`src/rtl/door_lock_alarm_bell_controller_macros.svh`:
```
// ----------------------------------------------------------------------------
// Door lock controller assertion macros
// Shorthand for clocked, reset-qualified concurrent checks.
// ----------------------------------------------------------------------------
`ifndef DOOR_LOCK_ALARM_BELL_CONTROLLER_MACROS_SVH
`define DOOR_LOCK_ALARM_BELL_CONTROLLER_MACROS_SVH

// Check that cons holds in the same cycle as ante.
`define DLAB_ASSERT_SAME(label, clk, rst_n, ante, cons, msg) \
  label: assert property (@(posedge clk) disable iff (!(rst_n)) (ante) |-> (cons)) \
    else $error(msg);

// Check that cons holds in the cycle after ante.
`define DLAB_ASSERT_NEXT(label, clk, rst_n, ante, cons, msg) \
  label: assert property (@(posedge clk) disable iff (!(rst_n)) (ante) |=> (cons)) \
    else $error(msg);

`endif

```
`src/rtl/dlab_pkg.sv`:
```
// ----------------------------------------------------------------------------
// Door lock controller package
// Register indexes, tone codes and reset values.
// ----------------------------------------------------------------------------
`timescale 1ns / 1ps
`default_nettype none

package dlab_pkg;

  localparam int unsigned CfgW    = 16;
  localparam int unsigned CfgIdxW = 2;
  localparam int unsigned ToneW   = 3;

  typedef enum logic [CfgIdxW-1:0] {
    CFG_TOGGLE_HOLDOFF = 2'd0,
    CFG_ALARM_HALF     = 2'd1,
    CFG_BELL_FIRST     = 2'd2,
    CFG_BELL_TOTAL     = 2'd3
  } cfg_idx_e;

  typedef enum logic [ToneW-1:0] {
    TONE_SILENT     = 3'd0,
    TONE_BELL_HIGH  = 3'd1,
    TONE_BELL_LOW   = 3'd2,
    TONE_ALARM_HIGH = 3'd3,
    TONE_ALARM_LOW  = 3'd4
  } tone_e;

  localparam logic [CfgW-1:0] RstToggleHoldoff = 16'd250;
  localparam logic [CfgW-1:0] RstAlarmHalf     = 16'd300;
  localparam logic [CfgW-1:0] RstBellFirst     = 16'd500;
  localparam logic [CfgW-1:0] RstBellTotal     = 16'd1000;

  // Input item fields
  typedef struct packed {
    logic remote_lock;
    logic remote_valid;
    logic bell_pressed;
    logic door_is_closed;
    logic toggle_pressed;
  } in_item_t;

  // Result item fields
  typedef struct packed {
    logic            door_closed_flag;
    logic            alarm_on;
    logic [ToneW-1:0] tone_code;
    logic            led_green;
    logic            led_red;
    logic            servo_locked;
  } out_item_t;

endpackage

`default_nettype wire

```
`src/rtl/door_lock_alarm_bell_controller.sv`:
```
// Path: an accepted transaction is captured in the input register, then its result in the
//   result register, held from then on in m_axis_tdata until taken.
// Throughput: one transaction per cycle while the result side keeps tready high.
// Reset (rst_ni low, asynchronous): lock open, green LED on, tone silent,
//   counters cleared, configuration back to 250/300/500/1000 ms.
// ----------------------------------------------------------------------------
// Door lock, alarm and doorbell controller
// Per-tick lock, alarm and bell sequencing with servo, LED and tone outputs.
// ----------------------------------------------------------------------------
`timescale 1ns / 1ps
`default_nettype none

`include "door_lock_alarm_bell_controller_macros.svh"

module door_lock_alarm_bell_controller
  import dlab_pkg::*;
#(
  parameter int unsigned COUNTER_BITS = 16
) (
  input  wire logic                clk_i,
  input  wire logic                rst_ni,
  // configuration write port
  input  wire logic                cfg_we_i,
  input  wire logic [CfgIdxW-1:0]  cfg_idx_i,
  input  wire logic [CfgW-1:0]     cfg_data_i,
  // tick input stream
  input  wire logic                s_axis_tvalid,
  output      logic                s_axis_tready,
  // [0] toggle_pressed, [1] door_is_closed, [2] bell_pressed,
  // [3] remote_valid, [4] remote_lock, [7:5] zero
  input  wire logic [7:0]          s_axis_tdata,
  // result stream
  output      logic                m_axis_tvalid,
  input  wire logic                m_axis_tready,
  // [0] servo_locked, [1] led_red, [2] led_green, [5:3] tone_code,
  // [6] alarm_on, [7] door_closed_flag
  output      logic [7:0]          m_axis_tdata
);

  // Compare width wide enough for both a counter and a 16-bit register.
  localparam int unsigned CmpW = (COUNTER_BITS > CfgW) ? COUNTER_BITS : CfgW;

  typedef logic [COUNTER_BITS-1:0] cnt_t;

  // --------------------------------------------------------------------------
  // Configuration registers
  // --------------------------------------------------------------------------
  logic [CfgW-1:0] holdoff_q, half_q, first_q, total_q;

  always_ff @(posedge clk_i or negedge rst_ni) begin
    if (!rst_ni) begin
      holdoff_q <= RstToggleHoldoff;
      half_q    <= RstAlarmHalf;
      first_q   <= RstBellFirst;
      total_q   <= RstBellTotal;
    end else if (cfg_we_i) begin
      unique case (cfg_idx_e'(cfg_idx_i))
        CFG_TOGGLE_HOLDOFF: holdoff_q <= cfg_data_i;
        CFG_ALARM_HALF:     half_q    <= cfg_data_i;
        CFG_BELL_FIRST:     first_q   <= cfg_data_i;
        CFG_BELL_TOTAL:     total_q   <= cfg_data_i;
        default:            ;
      endcase
    end
  end

  // --------------------------------------------------------------------------
  // Handshake: input register feeds result register; both advance together
  // unless the result side stalls.
  // --------------------------------------------------------------------------
  logic     in_v_q, out_v_q;
  in_item_t in_q;
  logic     out_adv, in_adv, s_fire;

  assign out_adv       = !out_v_q || m_axis_tready;
  assign in_adv        = in_v_q && out_adv;          // item moves into result reg
  assign s_axis_tready = !in_v_q || out_adv;
  assign s_fire        = s_axis_tvalid && s_axis_tready;

  // --------------------------------------------------------------------------
  // Controller state; the door flag is rewritten every tick and lives in the
  // result register only.
  // --------------------------------------------------------------------------
  logic            lock_q, alarm_q, phase_q, bell_run_q, red_q, green_q;
  cnt_t            since_tog_q, since_flip_q, bell_el_q;
  logic [ToneW-1:0] tone_q;

  logic            lock_d, door_d, alarm_d, phase_d, bell_run_d, red_d, green_d;
  cnt_t            since_tog_d, since_flip_d, bell_el_d;
  logic [ToneW-1:0] tone_d;

  function automatic cnt_t sat_inc(input cnt_t c);
    sat_inc = (c == '1) ? c : c + cnt_t'(1);
  endfunction

  function automatic logic [CmpW-1:0] ext_cnt(input cnt_t c);
    ext_cnt = CmpW'(c);
  endfunction

  function automatic logic [CmpW-1:0] ext_cfg(input logic [CfgW-1:0] c);
    ext_cfg = CmpW'(c);
  endfunction

  // One tick of work, in the fixed order: remote, door, toggle or alarm, bell, tone.
  always_comb begin
    since_tog_d  = sat_inc(since_tog_q);
    since_flip_d = sat_inc(since_flip_q);
    bell_el_d    = sat_inc(bell_el_q);
    lock_d       = lock_q;
    alarm_d      = alarm_q;
    phase_d      = phase_q;
    bell_run_d   = bell_run_q;
    red_d        = red_q;
    green_d      = green_q;
    tone_d       = tone_q;

    // Apply a remote command that changes the lock.
    if (in_q.remote_valid && (in_q.remote_lock != lock_q)) begin
      lock_d  = in_q.remote_lock;
      red_d   = alarm_q || in_q.remote_lock;
      green_d = !(alarm_q || in_q.remote_lock);
    end

    door_d = in_q.door_is_closed;

    // Held button repeats the toggle after the holdoff; released, evaluate alarm.
    if (in_q.toggle_pressed) begin
      if (ext_cnt(since_tog_d) > ext_cfg(holdoff_q)) begin
        lock_d      = !lock_d;
        since_tog_d = '0;
        red_d       = alarm_q || lock_d;
        green_d     = !(alarm_q || lock_d);
      end
    end else begin
      alarm_d = lock_d && !door_d;
    end

    // Start an idle bell; unless the alarm is on, the first tone sounds this same tick.
    if (in_q.bell_pressed && !bell_run_q) begin
      bell_run_d = 1'b1;
      bell_el_d  = '0;
    end

    if (alarm_d) begin
      if (ext_cnt(since_flip_d) > ext_cfg(half_q)) begin
        since_flip_d = '0;
        phase_d      = !phase_q;
        tone_d       = phase_d ? TONE_ALARM_HIGH : TONE_ALARM_LOW;
        red_d        = phase_d;
        green_d      = 1'b0;
      end
    end else if (bell_run_d) begin
      if (ext_cnt(bell_el_d) < ext_cfg(first_q)) begin
        tone_d = TONE_BELL_HIGH;
      end else if (ext_cnt(bell_el_d) < ext_cfg(total_q)) begin
        tone_d = TONE_BELL_LOW;
      end else begin
        bell_run_d = 1'b0;
        tone_d     = TONE_SILENT;
        red_d      = lock_d;
        green_d    = !lock_d;
      end
    end else begin
      tone_d = TONE_SILENT;
    end
  end

  // --------------------------------------------------------------------------
  // Registers
  // --------------------------------------------------------------------------
  out_item_t out_q;

  always_ff @(posedge clk_i or negedge rst_ni) begin
    if (!rst_ni) begin
      in_v_q       <= 1'b0;
      out_v_q      <= 1'b0;
      lock_q       <= 1'b0;
      alarm_q      <= 1'b0;
      phase_q      <= 1'b0;
      bell_run_q   <= 1'b0;
      red_q        <= 1'b0;
      green_q      <= 1'b1;
      tone_q       <= TONE_SILENT;
      since_tog_q  <= '0;
      since_flip_q <= '0;
      bell_el_q    <= '0;
    end else begin
      if (s_axis_tready) begin
        in_v_q <= s_axis_tvalid;
      end
      if (out_adv) begin
        out_v_q <= in_v_q;
      end
      // Commit the state only when the item lands in the result register.
      if (in_adv) begin
        lock_q       <= lock_d;
        alarm_q      <= alarm_d;
        phase_q      <= phase_d;
        bell_run_q   <= bell_run_d;
        red_q        <= red_d;
        green_q      <= green_d;
        tone_q       <= tone_d;
        since_tog_q  <= since_tog_d;
        since_flip_q <= since_flip_d;
        bell_el_q    <= bell_el_d;
      end
    end
  end

  // Payload registers: no reset needed.
  always_ff @(posedge clk_i) begin
    if (s_fire) begin
      in_q <= in_item_t'(s_axis_tdata[4:0]);
    end
    if (in_adv) begin
      out_q.servo_locked     <= lock_d;
      out_q.led_red          <= red_d;
      out_q.led_green        <= green_d;
      out_q.tone_code        <= tone_d;
      out_q.alarm_on         <= alarm_d;
      out_q.door_closed_flag <= door_d;
    end
  end

  assign m_axis_tvalid = out_v_q;
  assign m_axis_tdata  = out_q;

  // --------------------------------------------------------------------------
  // Assertions
  // --------------------------------------------------------------------------
  `DLAB_ASSERT_SAME(a_leds_exclusive, clk_i, rst_ni, 1'b1, !(red_q && green_q),
    "red and green LEDs both on")
  `DLAB_ASSERT_SAME(a_bell_tone_running, clk_i, rst_ni,
    (tone_q == TONE_BELL_HIGH) || (tone_q == TONE_BELL_LOW), bell_run_q,
    "bell tone without a running bell")
  `DLAB_ASSERT_SAME(a_alarm_tone_alarm, clk_i, rst_ni,
    (tone_q == TONE_ALARM_HIGH) || (tone_q == TONE_ALARM_LOW), alarm_q,
    "alarm tone without alarm flag")
  `DLAB_ASSERT_NEXT(a_stall_holds_input, clk_i, rst_ni,
    in_v_q && out_v_q && !m_axis_tready, in_v_q && $stable(in_q),
    "pending input item lost during output stall")

endmodule

`default_nettype wire
```
`config.mk`:
```
export PLATFORM = sky130hd
export DESIGN_NAME = door_lock_alarm_bell_controller
export DESIGN_NICKNAME = d
export VERILOG_FILES = /design/src/rtl/dlab_pkg.sv /design/src/rtl/door_lock_alarm_bell_controller.sv
export VERILOG_INCLUDE_DIRS = /design/src /design/src/rtl
export SDC_FILE = /design/constraint.sdc
export NUM_CORES = 1
export LEC_CHECK = 0
export ABC_AREA = 0
export CAP_MARGIN = 5
export CORE_MARGIN = 2
export CORE_UTILIZATION = 43
export DETAILED_ROUTE_END_ITERATION = 10
export DONT_BUFFER_PORTS = 1
export GPL_TIMING_DRIVEN = 0
export PLACE_DENSITY_LB_ADDON = 0.15
export SETUP_SLACK_MARGIN = 0.2
export SLEW_MARGIN = 10
export SYNTH_ARGS = -nofsm -noshare
export SYNTH_HDL_FRONTEND = slang
export SYNTH_SLANG_ARGS = --single-unit
```
`constraint.sdc`:
```
create_clock -name clk_i -period 5 [get_ports clk_i]
set_clock_uncertainty 0.15 [all_clocks]
set_input_delay 1 -clock clk_i [delete_from_list [all_inputs] [get_ports clk_i]]
set_output_delay 1 -clock clk_i [all_outputs]
set_load 0.01 [all_outputs]
```
==> flow_results.org <==
** Die
- Count of boundary I/O pins :: 41
- The floorplan step set the die height to 141 µm.
- Number of placement rows :: 50
- The floorplan step defined a core boundary enclosing 18,600 µm².
- Die area :: 19,900 µm²
- Overall die width :: 141 µm
- Starting Density :: 43.6%

** Drt
- Antenna Violating Nets Remaining :: 0
- Detailed Route WL :: 20,700 µm
- In this run, the number of DRC markers left after iteration 0 of detailed routing was 528.
- Routed wire length per instance :: 18.8 µm
- Iteration count of the initial detailed-routing pass :: 5
- Via count of the routed design :: 6,262
- Final routed DRC violation total :: 0
- Dividing the detail-routed via count by the number of cells gives 5.68.

** STA
- Measured against its own limit, the worst slew margin works out to 34.9%.
- The final hold violation count is 0.
- Count of pins over their slew limit :: 0
- At the pin with the least slew margin, the transition time is 976 ps.
- Total negative slack for setup checks :: 0 ps
- Worst hold slack :: 112 ps
- Setup violations remaining at the end of the flow were counted as 0.
- After layout, the minimum clock period comes to 4660 ps.
- Maximum operating frequency :: 215 MHz
- Setup repair after global routing missed its margin :: yes
- Period Utilization, post-route :: 93.2%

** Power and ir drop
- In this run the static leakage power is 0.00415 µW.
- For this design the ratio of total power to cell area is 402 nW/µm².
- Max IR drop VDD :: 0.258 mV

** Global routing
- After global routing the overflow that remains totals 0.
- The first global-routing pass estimated 33,300 µm of wire.
- The number of global-route vias before repair is 6,249.
- The initial antenna violation count came to 0.
- Total global-route track usage :: 21.8%
- Largest net degree at the start of global routing :: 124

** Clocking
- The tree is rooted in a sky130_fd_sc_hd__clkbuf_16.
- Clock-pin slew was measured on the worst setup and hold paths at 60 ps.
- The later pin in the worst-skew pair is clocked with a latency of 440 ps.
- CTS tree :: built
- In this run the number of H-tree levels came out at 4.
- CTS saw 136 sinks.
- Clock buffers created by TritonCTS :: 17
- Buffers inserted to repair hold after CTS numbered 0.
- The clock passes through at most 2 buffers.

** Logic synthesis
- The share of the Yosys chip area taken by registers is 43.2%.
- Counting flops with an async set or reset pin after synthesis yields a share of 90.4%.
- Gate count after technology mapping :: 834
- The share of synthesized area in the top cell type comes to 30.9%.
- Synth warn :: 0
- Register bit total from synthesis :: 136
- Each instance of the synthesized netlist takes up on average 9.71 µm².
- Largest area contributor in the netlist :: sky130_fd_sc_hd__dfrtp_1
- In this run, distinct cell masters in the synthesized netlist total 59.
- For this run, the leading register cell type out of synthesis is sky130_fd_sc_hd__dfrtp_1.
- Synth area leaders :: sky130_fd_sc_hd__dfrtp_1 31%, sky130_fd_sc_hd__ha_1 10%, sky130_fd_sc_hd__mux2_2 7.5%
- Post-synth EDFFs :: 13
- Total standard cell area after synthesis :: 8100 µm²
- Post-Syn Nets :: 930

** Cells and area
- Leading cell type in the layout, fill and taps excluded :: sky130_fd_sc_hd__nand2_1
- 0 antenna diodes ended up in the layout.
- Number of nets at the end of the flow :: 953
- In the layout the commonest cells are 107 x sky130_fd_sc_hd__nand2_1, 98 x sky130_fd_sc_hd__dfrtp_1, 72 x sky130_fd_sc_hd__inv_1.
- Relative to the synthesized area, the layout overhead comes to 13.3%.
- Cells with a size suffix above 1 make up 16.1% of the layout.

** Worst setup path
- The worst register-to-register path has a depth of 16.
- Data required time at the worst endpoint :: 5030 ps
- Signal arrival time at the worst endpoint :: 4690 ps
- Worst reg2reg setup slack :: 340 ps
- The worst setup path is of the reg -> reg kind.
- Of all nets on the critical path, the largest fanout is 9.
- The worst register-to-register path ends at m_axis_tdata[1].
- The worst setup path is captured at a register.
- R2r startpoint :: since_tog_q[3]
- Startpoint type of the worst setup path :: register

** Run
- Count of max-cap constraint violations :: 0

** Run status
- Result of the run :: complete, no violations

** Place
- Summed over all nets, the half-perimeter wirelength after detailed placement is 15,300 µm.
- Input and output buffers added on the ports amount to 0.
- At the end of routability-driven placement, the weighted congestion stood at 0.911.

** Worst hold path
- The min-delay analysis places its worst path in the category in -> async.
worst max-delay path by stage:
stage,startpoint,end
after floorplan,since_flip_q[4],green_q
after global placement,since_tog_q[3],m_axis_tdata[1]
after detailed placement,since_tog_q[3],m_axis_tdata[1]
after CTS,since_flip_q[4],m_axis_tdata[3]
after global routing,since_tog_q[3],m_axis_tdata[1]
final,since_tog_q[3],m_axis_tdata[1]
worst max-delay path: stages (launching register included):
cell and delay, ps:
sky130_fd_sc_hd__dfrtp_1 310, sky130_fd_sc_hd__buf_2 190, sky130_fd_sc_hd__and4_1 250, sky130_fd_sc_hd__and4_1 190, sky130_fd_sc_hd__clkbuf_2 180, sky130_fd_sc_hd__and3_1 230, sky130_fd_sc_hd__and4_1 270, sky130_fd_sc_hd__nand3_1 100
sky130_fd_sc_hd__mux2_2 310, sky130_fd_sc_hd__ha_1 320, sky130_fd_sc_hd__nand4_1 170, sky130_fd_sc_hd__a211o_1 310, sky130_fd_sc_hd__a41o_1 270, sky130_fd_sc_hd__a31oi_4 370, sky130_fd_sc_hd__xnor2_1 180, sky130_fd_sc_hd__or3_1 420
sky130_fd_sc_hd__a21boi_2 180
cell type report:
| class | instances | area [µm²] |
|---|---|---|
| Inverter | 72 | 270 |
| Clock buffer | 20 | 489 |
| Buffer | 28 | 116 |
| Multi-Input combinational cell | 598 | 4290 |
| Clock inverter | 11 | 189 |
| Timing Repair Buffer | 4 | 30.0 |
| Fill cell | 1672 | 9410 |
| Tap cell | 234 | 293 |
| Sequential cell | 136 | 3500 |
cell families (layout without fill, tap and decap cells):
logic type | after synthesis | after routing | synth area share, %
AOI/OAI and AO/OA | 181 | 181 | 14.6
xor gates and xnor gates | 33 | 33 | 3.57
adders and majority gates | 65 | 65 | 10.0
buffers and inverters | 100 | 135 | 4.73
DFF | 136 | 136 | 43.2
muxes | 57 | 57 | 7.88
and+or+nand+nor | 262 | 262 | 16.0
power by group:
part	switching [µW]	internal [µW]
Sequential	136	1320
Clock	483	953
Combinational	446	346
Total	1070	2620
Yosys cell counts, types with 7 or more instances:
cell / n
sky130_fd_sc_hd__mux2_2: 54
sky130_fd_sc_hd__a22o_1: 16
sky130_fd_sc_hd__o21ai_0: 57
sky130_fd_sc_hd__dfstp_2: 23
sky130_fd_sc_hd__xnor2_1: 18
sky130_fd_sc_hd__o21a_1: 7
sky130_fd_sc_hd__nor2_1: 39
sky130_fd_sc_hd__xor2_1: 15
sky130_fd_sc_hd__nand4_1: 26
sky130_fd_sc_hd__o31ai_1: 17
sky130_fd_sc_hd__clkbuf_1: 22
sky130_fd_sc_hd__dfrtp_1: 100
sky130_fd_sc_hd__a21o_1: 8
sky130_fd_sc_hd__inv_1: 72
sky130_fd_sc_hd__ha_1: 65
sky130_fd_sc_hd__nand2b_1: 7
sky130_fd_sc_hd__and3_1: 8
sky130_fd_sc_hd__a21oi_1: 35
sky130_fd_sc_hd__nor3_1: 13
sky130_fd_sc_hd__nand2_1: 107
sky130_fd_sc_hd__and2_1: 7
sky130_fd_sc_hd__edfxtp_1: 13
sky130_fd_sc_hd__nand3_1: 22
per-layer routing:
metal	vias to the layer above	global-route usage, %	part of all wire (%)	routed length [µm]
met1	3054	29.5	46	9440
li1	3028	-	-	-
met2	153	34.1	45	9400
met5	-	0	0	0
met3	27	4.82	6.9	1420
met4	0	8.74	2.2	448
sequential cells by signal, summed over array words and instances (netlist names), 3 cells and up:
name,flops
holdoff_q,16
since_flip_q,16
bell_el_q,16
total_q,16
since_tog_q,16
half_q,16
in_q,4
first_q,16
tone_q,3
m_axis_tdata,8
stage by stage:
step	area [µm²]	std cells	power (µW)	util, %	setup WS [ps]
floorplan	8100	834	2030	-	881
global placement	8390	1068	2210	45.2	172
detailed placement	8390	1068	2250	45.2	110
CTS	9080	1099	3710	48.9	230
global route	9170	1103	3900	49.4	198
finish	9170	1103	3690	49.4	340
what timing repair did:
item,CTS,global route
setup endpoints to repair,3,27
pin swaps,0,2
resized for setup,2,15
buffers inserted,0,4
(Power assumes the default switching activity.)
